`config.mk`:
```
export PLATFORM = sky130hd
export DESIGN_NAME = source_byte_tokenizer_top
export DESIGN_NICKNAME = d
export VERILOG_FILES = /design/src/rtl/core/sbt_pkg.sv /design/src/rtl/core/source_byte_tokenizer_top.sv
export SDC_FILE = /design/constraint.sdc
export NUM_CORES = 1
export LEC_CHECK = 0
export BUFFER_PORTS_ARGS = -buffer_cell sky130_fd_sc_hd__buf_4
export CORE_MARGIN = 2
export CORE_UTILIZATION = 25
export CTS_BUF_LIST = sky130_fd_sc_hd__clkbuf_4 sky130_fd_sc_hd__clkbuf_8
export CTS_CLUSTER_SIZE = 24
export DETAILED_ROUTE_END_ITERATION = 8
export HOLD_SLACK_MARGIN = 0.08
export PLACE_DENSITY = 0.39
export SLEW_MARGIN = 10
export SYNTH_ARGS = -nofsm -noshare
export SYNTH_HDL_FRONTEND = slang
export SYNTH_SLANG_ARGS = --single-unit
```
`constraint.sdc`:
```
create_clock -name clk -period 5.7 [get_ports clk]
set_input_delay 0.855 -clock clk [delete_from_list [all_inputs] [get_ports clk]]
set_output_delay 0.855 -clock clk [all_outputs]
set_load 0.02 [all_outputs]
```
`src/rtl/core/sbt_pkg.sv`:
```
package sbt_pkg;

  localparam int NAME_LIMIT = 255;
  localparam int TEXT_LIMIT = 1023;

  localparam int LINE_W = 16;
  localparam int COL_W  = 16;
  localparam int OFF_W  = 24;
  localparam int LEN_W  = 10;

  localparam logic [LINE_W-1:0] LINE_MAX = {LINE_W{1'b1}};
  localparam logic [COL_W-1:0]  COL_MAX  = {COL_W{1'b1}};
  localparam logic [OFF_W-1:0]  OFF_MAX  = {OFF_W{1'b1}};

  localparam logic [LEN_W-1:0] NAME_LIMIT_L = LEN_W'(NAME_LIMIT);
  localparam logic [LEN_W-1:0] TEXT_LIMIT_L = LEN_W'(TEXT_LIMIT);

  localparam logic [55:0] KW_FN      = 56'h666E;
  localparam logic [55:0] KW_PRINT   = 56'h7072696E74;
  localparam logic [55:0] KW_PRINTLN = 56'h7072696E746C6E;
  localparam logic [55:0] KW_RETURN  = 56'h72657475726E;

  localparam logic [7:0] CH_NUL   = 8'h00;
  localparam logic [7:0] CH_TAB   = 8'h09;
  localparam logic [7:0] CH_NL    = 8'h0A;
  localparam logic [7:0] CH_SPACE = 8'h20;
  localparam logic [7:0] CH_QUOTE = 8'h22;
  localparam logic [7:0] CH_LPAR  = 8'h28;
  localparam logic [7:0] CH_RPAR  = 8'h29;
  localparam logic [7:0] CH_SEMI  = 8'h3B;
  localparam logic [7:0] CH_AT    = 8'h40;
  localparam logic [7:0] CH_LBRC  = 8'h7B;
  localparam logic [7:0] CH_RBRC  = 8'h7D;

  typedef enum logic [3:0] {
    K_FN       = 4'd0,
    K_PRINT    = 4'd1,
    K_PRINTLN  = 4'd2,
    K_INT      = 4'd3,
    K_IDENT    = 4'd4,
    K_LPAR     = 4'd5,
    K_RPAR     = 4'd6,
    K_SEMI     = 4'd7,
    K_LBRC     = 4'd8,
    K_RBRC     = 4'd9,
    K_STRING   = 4'd10,
    K_AT       = 4'd11,
    K_RETURN   = 4'd12,
    K_EOF      = 4'd13,
    K_OPEN_STR = 4'd14,
    K_BAD_CHAR = 4'd15
  } kind_t;

  typedef struct packed {
    logic              last;
    logic [LEN_W-1:0]  text_length;
    logic [OFF_W-1:0]  start_offset;
    logic [COL_W-1:0]  start_column;
    logic [LINE_W-1:0] start_line;
    kind_t             kind;
  } result_t;

endpackage

```
`src/rtl/core/source_byte_tokenizer_top.sv`:
```
// channel   dir  beat fields (tdata from bit 0 up)                        tlast
// s_axis    in   ch[7:0]                                                  -
// m_axis    out  kind[3:0] line[19:4] column[35:20] offset[59:36]         last
//                length[69:60] zeros[71:70]
// one byte is taken per cycle while s_tready is high; its state update and up to
// two results are formed in the same cycle and written into a four-entry result queue
// s_tready is high while the queue has room for two results, so bytes that
// cause two results slow intake only when the output side stalls
// rst (synchronous) returns to idle at line 1, column 1, offset 0 and empties the queue
module source_byte_tokenizer_top
  import sbt_pkg::*;
(
  input  logic        clk,
  input  logic        rst,
  input  logic        s_tvalid,
  output logic        s_tready,
  input  logic [7:0]  s_tdata,   // ch
  output logic        m_tvalid,
  input  logic        m_tready,
  output logic [71:0] m_tdata,   // kind, start_line, start_column, start_offset, text_length
  output logic        m_tlast    // last
);

  typedef enum logic [2:0] {
    M_IDLE,
    M_WORD,
    M_NUMBER,
    M_STRING,
    M_SKIP
  } mode_t;

  mode_t             mode, mode_next;
  logic [LINE_W-1:0] cur_line, cur_line_next, tok_line, tok_line_next;
  logic [COL_W-1:0]  cur_column, cur_column_next, tok_column, tok_column_next;
  logic [OFF_W-1:0]  cur_offset, cur_offset_next, tok_offset, tok_offset_next;
  logic [LEN_W-1:0]  run_length, run_length_next;
  logic [55:0]       word_prefix, word_prefix_next;

  result_t           queue [4];
  logic [1:0]        wp, rp;
  logic [2:0]        count;

  logic              accept, pop;
  logic [7:0]        ch;
  logic              is_letter, is_digit;
  logic [LINE_W-1:0] adv_line;
  logic [COL_W-1:0]  adv_column;
  logic [OFF_W-1:0]  adv_offset;
  kind_t             word_kind;

  // idle path
  logic              idle_emit;
  result_t           idle_res;
  mode_t             idle_mode;
  logic              idle_adv, idle_begin, idle_restart;
  logic [LEN_W-1:0]  idle_run;
  logic [55:0]       idle_prefix;

  logic [1:0]        n;
  result_t           res0, res1;
  logic              go_idle, do_adv, do_restart;

  assign accept   = s_tvalid && s_tready;
  assign pop      = m_tvalid && m_tready;
  assign s_tready = (count <= 3'd2);
  assign m_tvalid = (count != 3'd0);
  assign ch       = s_tdata;

  assign m_tdata  = {2'b00, queue[rp].text_length, queue[rp].start_offset,
                     queue[rp].start_column, queue[rp].start_line, queue[rp].kind};
  assign m_tlast  = queue[rp].last;

  assign is_letter = (ch inside {[8'h61:8'h7A], [8'h41:8'h5A]});
  assign is_digit  = (ch inside {[8'h30:8'h39]});

  assign adv_offset = (cur_offset < OFF_MAX) ? cur_offset + 1'b1 : cur_offset;
  assign adv_line   = (ch == CH_NL && cur_line < LINE_MAX) ? cur_line + 1'b1 : cur_line;
  assign adv_column = (ch == CH_NL) ? COL_W'(1) :
                      (cur_column < COL_MAX) ? cur_column + 1'b1 : cur_column;

  always_comb begin
    word_kind = K_IDENT;
    if (run_length == LEN_W'(2) && word_prefix == KW_FN) word_kind = K_FN;
    else if (run_length == LEN_W'(5) && word_prefix == KW_PRINT) word_kind = K_PRINT;
    else if (run_length == LEN_W'(7) && word_prefix == KW_PRINTLN) word_kind = K_PRINTLN;
    else if (run_length == LEN_W'(6) && word_prefix == KW_RETURN) word_kind = K_RETURN;
  end

  always_comb begin
    idle_emit    = 1'b0;
    idle_mode    = M_IDLE;
    idle_adv     = 1'b0;
    idle_begin   = 1'b0;
    idle_restart = 1'b0;
    idle_run     = run_length;
    idle_prefix  = word_prefix;
    idle_res     = '{last: 1'b1, text_length: '0, start_offset: cur_offset,
                     start_column: cur_column, start_line: cur_line, kind: K_BAD_CHAR};
    case (ch)
      CH_LPAR: begin idle_emit = 1'b1; idle_adv = 1'b1; idle_res.kind = K_LPAR; end
      CH_RPAR: begin idle_emit = 1'b1; idle_adv = 1'b1; idle_res.kind = K_RPAR; end
      CH_SEMI: begin idle_emit = 1'b1; idle_adv = 1'b1; idle_res.kind = K_SEMI; end
      CH_LBRC: begin idle_emit = 1'b1; idle_adv = 1'b1; idle_res.kind = K_LBRC; end
      CH_RBRC: begin idle_emit = 1'b1; idle_adv = 1'b1; idle_res.kind = K_RBRC; end
      CH_AT:   begin idle_emit = 1'b1; idle_adv = 1'b1; idle_res.kind = K_AT; end
      CH_NL, CH_SPACE, CH_TAB: begin
        idle_adv = 1'b1;
      end
      CH_NUL: begin
        idle_emit     = 1'b1;
        idle_restart  = 1'b1;
        idle_res.kind = K_EOF;
      end
      CH_QUOTE: begin
        idle_begin = 1'b1;
        idle_adv   = 1'b1;
        idle_run   = '0;
        idle_mode  = M_STRING;
      end
      default: begin
        if (is_letter) begin
          idle_begin  = 1'b1;
          idle_adv    = 1'b1;
          idle_run    = LEN_W'(1);
          idle_prefix = {48'h0, ch};
          idle_mode   = M_WORD;
        end else if (is_digit) begin
          idle_begin = 1'b1;
          idle_adv   = 1'b1;
          idle_run   = LEN_W'(1);
          idle_mode  = M_NUMBER;
        end else begin
          idle_emit     = 1'b1;
          idle_mode     = M_SKIP;
          idle_res.kind = K_BAD_CHAR;
        end
      end
    endcase
  end

  always_comb begin
    n                = 2'd0;
    res0             = idle_res;
    res1             = idle_res;
    go_idle          = 1'b0;
    do_adv           = 1'b0;
    do_restart       = 1'b0;
    mode_next        = mode;
    run_length_next  = run_length;
    word_prefix_next = word_prefix;
    tok_line_next    = tok_line;
    tok_column_next  = tok_column;
    tok_offset_next  = tok_offset;

    case (mode)
      M_WORD: begin
        if (is_letter && run_length < NAME_LIMIT_L) begin
          if (run_length < LEN_W'(7)) word_prefix_next = {word_prefix[47:0], ch};
          run_length_next = run_length + 1'b1;
          do_adv          = 1'b1;
        end else begin
          res0 = '{last: 1'b0, text_length: run_length, start_offset: tok_offset,
                   start_column: tok_column, start_line: tok_line, kind: word_kind};
          n       = 2'd1;
          go_idle = 1'b1;
        end
      end
      M_NUMBER: begin
        if (is_digit && run_length < TEXT_LIMIT_L) begin
          run_length_next = run_length + 1'b1;
          do_adv          = 1'b1;
        end else begin
          res0 = '{last: 1'b0, text_length: run_length, start_offset: tok_offset,
                   start_column: tok_column, start_line: tok_line, kind: K_INT};
          n       = 2'd1;
          go_idle = 1'b1;
        end
      end
      M_STRING: begin
        res0 = '{last: 1'b1, text_length: '0, start_offset: tok_offset,
                 start_column: tok_column, start_line: tok_line, kind: K_OPEN_STR};
        if (ch == CH_QUOTE) begin
          res0.kind        = K_STRING;
          res0.text_length = run_length;
          n                = 2'd1;
          do_adv           = 1'b1;
          mode_next        = M_IDLE;
        end else if (ch == CH_NUL) begin
          n          = 2'd1;
          do_restart = 1'b1;
        end else if (run_length >= TEXT_LIMIT_L) begin
          n         = 2'd1;
          mode_next = M_SKIP;
        end else begin
          run_length_next = run_length + 1'b1;
          do_adv          = 1'b1;
        end
      end
      M_SKIP: begin
        if (ch == CH_NUL) do_restart = 1'b1;
      end
      default: begin
        go_idle = 1'b1;
      end
    endcase

    if (go_idle) begin
      mode_next        = idle_mode;
      run_length_next  = idle_run;
      word_prefix_next = idle_prefix;
      do_adv           = idle_adv;
      do_restart       = idle_restart;
      if (idle_begin) begin
        tok_line_next   = cur_line;
        tok_column_next = cur_column;
        tok_offset_next = cur_offset;
      end
      if (idle_emit) begin
        if (n == 2'd1) begin
          res1 = idle_res;
          n    = 2'd2;
        end else begin
          res0 = idle_res;
          n    = 2'd1;
        end
      end else if (n == 2'd1) begin
        res0.last = 1'b1;
      end
    end

    cur_line_next   = cur_line;
    cur_column_next = cur_column;
    cur_offset_next = cur_offset;
    if (do_restart) begin
      mode_next       = M_IDLE;
      cur_line_next   = LINE_W'(1);
      cur_column_next = COL_W'(1);
      cur_offset_next = '0;
    end else if (do_adv) begin
      cur_line_next   = adv_line;
      cur_column_next = adv_column;
      cur_offset_next = adv_offset;
    end
  end

  always_ff @(posedge clk) begin
    if (rst) begin
      mode        <= M_IDLE;
      cur_line    <= LINE_W'(1);
      cur_column  <= COL_W'(1);
      cur_offset  <= '0;
      tok_line    <= LINE_W'(1);
      tok_column  <= COL_W'(1);
      tok_offset  <= '0;
      run_length  <= '0;
      word_prefix <= '0;
      wp          <= '0;
      rp          <= '0;
      count       <= '0;
    end else begin
      if (accept) begin
        mode        <= mode_next;
        cur_line    <= cur_line_next;
        cur_column  <= cur_column_next;
        cur_offset  <= cur_offset_next;
        tok_line    <= tok_line_next;
        tok_column  <= tok_column_next;
        tok_offset  <= tok_offset_next;
        run_length  <= run_length_next;
        word_prefix <= word_prefix_next;
        wp          <= wp + n;
      end
      if (pop) rp <= rp + 1'b1;
      count <= count + (accept ? {1'b0, n} : 3'd0) - {2'b00, pop};
    end
  end

  always_ff @(posedge clk) begin
    if (accept && n != 2'd0) queue[wp] <= res0;
    if (accept && n == 2'd2) queue[wp + 1'b1] <= res1;
  end

  // queue never overflows
  assert property (@(posedge clk) disable iff (rst) count <= 3'd4)
    else $error("result queue overflow");

  // a byte in the error state other than zero leaves position unchanged
  assert property (@(posedge clk) disable iff (rst)
    accept && mode == M_SKIP && s_tdata != CH_NUL |=> $stable(cur_offset) && mode == M_SKIP)
    else $error("error state left on nonzero byte");

  // a zero byte always rewinds the position
  assert property (@(posedge clk) disable iff (rst)
    accept && s_tdata == CH_NUL |=> cur_offset == '0 && cur_line == LINE_W'(1))
    else $error("end of source did not rewind");

  // a queued result that is not taken stays at the head
  assert property (@(posedge clk) disable iff (rst)
    m_tvalid && !m_tready |=> m_tvalid && $stable(rp))
    else $error("queue head moved while stalled");

endmodule

```
# == Word-level counts from Yosys, hierarchy flattened ==
# Memories as Yosys holds them, arrays and structs flattened. A register that Yosys moved wholly into a read port is not among the register bits.
# Index checks and enable logic that the tools add are counted.
# word_totals
latch_bits,0
input_bits,12
mem_bits_ro,0
elab_cells,198
ram_bits,284
ff_bits,188
memories,1
out_inout_bits,75
# op_classes
n_shift,0
add_sub_neg,9
n_div,0
order_cmp,14
n_reduce_logical,41
bitwise_logic,0
n_eq_ne,34
mux,87
mul,0
# mem_list
memory,depth,word_bits,read_ports,rd_clocked_by_memory_dff,write_ports,line_no,text
queue,4,71,1,1,2,source_byte_tokenizer_top.sv:39,result_t queue [4];
# ops
cell,n
$mux W56,6
$mux W71,4
$pmux W71 S3,1
$mux W16,7
$mux W10,9
$mux W24,3
$mux W70,1
$eq A56 B15 Y1 const B,1
$eq A56 B39 Y1 const B,1
$eq A56 B47 Y1 const B,1
$eq A56 B55 Y1 const B,1
$eq A8 B6 Y1 const B,5
$add A16 B1 Y16 const B,2
$lt A16 B16 Y1 const B,2
$eq A10 B3 Y1 const B,3
$pmux W10 S3,1
$pmux W4 S7,1
$mux W3,9
$mux W1,26
$add A24 B1 Y24 const B,1
$eq A8 B7 Y1 const B,3
$lt A24 B24 Y1 const B,1
$pmux W10 S2,1
$reduce_or A10 Y1,2
other kinds (43),93

# == Depth between registers and ports, before layout ==
# logic_depth
word_depth,14
mapped_depth,16
ltp_nobuf,16

# == Least setup slack after synthesis ==
# No wires, ideal clock.
# synth_timing
path_type,in2reg
from,in s_tdata[0]
to,"mem queue[1][0] (netlist name), enable pin"
path_slack_ns,0.640
setup_time_ns,0.419
stages,11
arrival_time_ns,4.641
t_required_ns,5.281
n_path_buf,3
path_cell_list,buf_2 -> nor4_4 -> nand4_1 -> a31oi_4 -> nand3b_1 -> ha_1 -> nand2b_1 -> or4_1 -> buf_2 -> clkbuf_1 -> nand2_1
# synth_rtl
item,line_no,text
from (decl),source_byte_tokenizer_top.sv:17,"input logic [7:0] s_tdata,"
to (decl),source_byte_tokenizer_top.sv:39,

==> impl_results.md <==
* CP max FO at 48
* Sw frac at 0.317
* Final setup violation count at 0
* Worst reg2reg path startpoint: run_length[0]
* Initial antenna violation count at 1
* WHS Path Cells at 2
* Post-layout util at 0.292
* Crit-path slowest cell: nor3_2
* Hold Violations, Final at 0
* Sequential share of power at 0.413
* Drt pass-1 iters at 9
* Via count at 17000
* Hold Path Sink: word_prefix[51]
* CP endpoint kind: flop
* DRC viols at 3
* Post-synthesis mux area share at 0.0720
* Arr. time, crit path at 5.09 ns
* CTS tree: done
* Die Span Y at 303 um
* Main combinational cell family by area after synthesis: compound AO/OA/AOI/OAI gates
* Worst setup SP type: flop
* Compound-gate portion of the synthesized area at 0.183
* Vias per inst at 5.18
* CORE AREA at 88500 um^2
* Synth top area share at 0.322
* Max-slew violations at 0
* Min Clock Period, post-route at 4.54 ns
* Int Power at 6.43 mW
* Max Clock Skew at 0.0700 ns
* CP max stage delay at 0.91 ns
* Synth cell count leaders: edfxtp_1 (240), dfxtp_1 (234), nand2_1 (234)
* Failing checks: DRC
* Final Cycle Share at 0.797
* Combinational share of power at 0.228
* Nets at 2065
* Total GRT Usage at 0.160
* Die area at 91800 um^2
* Detail Route Antenna Nets at 0
* WHS at 0.456 ns
* Worst Path Class, Setup: flop to flop
* Drt wl/cell at 22.5 um
* LEAKAGE at 8.32 nW
* Largest net degree at the start of global routing at 72
* Vias in the first global route at 17000
* H-Tree Depth at 3
* HP Start: word_prefix[51]
* Worst hold path class: flop to flop
* Rows at 109
* Post-CTS Repair Setup Buffers at 0
* Port bufs at 84
* Worst path bufs/invs at 1
* Max VDD drop at 0.265 mV
* Final GP Congestion at 0.824
* First-pass GRT wire length at 110 mm
* Clock power frac at 0.359
* Synth Flop Type: edfxtp_1
* Syn Area/Cell at 11.0 um^2
* PwrDens at 365 nW/um^2
* Net load switching power at 2.99 mW
* Synth unique cells at 80
* Most common cell in the synthesized netlist: edfxtp_1
* R2R depth at 12
* Clk sinks at 474
* Critical path, cell by cell: ha_1 > nand3_1 > or3_1 > a31oi_4 > nand3b_1 > ha_1 > nor2_1 > a21oi_2 > o21ai_2 > nor3_2 > buf_12 > a22o_1
* Setup TNS at 0 ns
* Cts hold-fix bufs at 0
* Relative slew slack at 0.223
* R2R setup slack at 1.16 ns
* Syn-to-layout area delta at 15.5%
* Dpl hpwl at 42.3 mm
* Slew at the pin with the worst max-slew slack at 1.16 ns
* Kind of cell adding the most delay to the critical path: simple AND/OR/NAND/NOR gates
* 1st-iter DRT viols at 1354
* Global route overflow at 0
* Number of synthesized register bits at 474
* Clk_lat worst skew at 0.71 ns
* CTS root buf: clkbuf_8
* Unrepaired setup endpoints after global routing: false
* Simple-gate share of the synthesized area at 0.147
* FMAX at 0.220 GHz
* Layout cell share with drive strength beyond 1 at 0.186
* TritonCTS Buffers at 90
* Syn. warnings at 0
* Post-Route WL at 73.8 mm
* Required time worst endpoint at 6.24 ns
* Top cells by area, synth: edfxtp_1 (32%), dfxtp_1 (21%), a22o_1 (8.9%)
* Reg-to-Reg End: queue[2][57]
* Max-Cap Viols at 0
* Status: finished with violations
* Synth Area in Adders at 0.00705
* IO Count at 87
* Post-synthesis xor/xnor area fraction at 0.0121
* Clock Pin Slew Worst Setup and Hold Paths at 0.06 ns
* Synthesized instance count at 2036
* Top cell by count, worst path: ha_1
* Initial core utilization at 0.252
* CTS max path bufs at 3
* Post-synth top area cell: edfxtp_1
* Mapped Area at 22300 um^2
* Synth async-reset ratio at 0
* Die W at 303 um
* CTS resizes at 0
* Sequential area share after synthesis at 0.532
* Number of flops mapped to enable cells by yosys at 240
## per-stage QoR
stage | power [mW] | cell area (um^2) | setup WS [ns] | cells
floorplan | 5.27 | 22400 | 0.640 | 2037
global placement | 6.17 | 24000 | 0.965 | 3114
detailed placement | 6.18 | 24000 | 0.775 | 3114
CTS | 9.60 | 25800 | 1.15 | 3277
global route | 9.85 | 25800 | 0.870 | 3278
finish | 9.41 | 25800 | 1.16 | 3278
## tightest hold or removal path: cells and delay by family, from the launching register on
family / cells / cell delay (ns)
simple gates: 1 / 0.05
flops: 1 / 0.30
compound gates: 1 / 0.05
## flip-flops by register name (all words and copies together), names as in the netlist, named ones only
signal and cells:
count 3, cur_column 16, cur_line 16, cur_offset 24, mode 3, queue 284, rp 2, run_length 10
tok_column 16, tok_line 16, tok_offset 24, word_prefix 56, wp 2
## placed cells by master (no fill, tap or decap), drive strengths merged, types with 32 or more instances in the layout
master  synthesis  layout
a22o          228     228
clkbuf        130     133
o21ai          75      75
edfxtp        240     240
a21oi         156     156
nand3         127     127
nand4          33      33
nand2         234     234
nor3           32      32
mux4           71      71
dfxtp         234     234
buf            82     124
nor2           80      80
## power by group through the flow
stage / Combinational [mW] / Sequential, mW / Clock [mW]
after detailed placement: 2.22 / 3.96 / 0
after global routing: 2.31 / 3.90 / 3.64
after global placement: 2.22 / 3.95 / 0
after floorplan: 1.38 / 3.90 / 0
final: 2.15 / 3.89 / 3.38
after CTS: 2.23 / 3.89 / 3.49
## worst max path at each step
stage                        from      endpoint  slack [ns]  cells after the start
floorplan              s_tdata[0]   queue[1][0]        0.64                     11
global placement       s_tdata[1]  queue[0][45]        0.96                     12
global route        run_length[0]  queue[2][50]        0.87                     12
detailed placement     s_tdata[1]  queue[2][41]        0.77                     12
finish              run_length[0]  queue[2][57]        1.16                     12
CTS                 run_length[0]  queue[2][11]        1.15                     12
## area by class of cell
class	instances	area (um^2)
Clock inverter	30	196
Sequential cell	474	11900
Tap cell	1165	1460
Fill cell	9157	62700
Timing Repair Buffer	124	1040
Clock buffer	133	1610
Antenna cell	1	2.50
Inverter	12	45.0
Multi-Input combinational cell	1339	9560
## layer usage
metal | track usage | up-vias | share of wire
met5 | 0 | - | 0
met4 | 0.0575 | 0 | 0.031
met3 | 0.0319 | 144 | 0.054
met2 | 0.265 | 533 | 0.48
met1 | 0.206 | 8519 | 0.43
li1 | - | 7786 | -
## cells by family after synthesis
logic type	after synthesis
simple gates	654
compound gates	568
flops	474
buf+inv	224
mux	72
xor+xnor	31
fa+ha+maj	12
other cells	1
No activity file was read; power rests on OpenSTA's default activity.
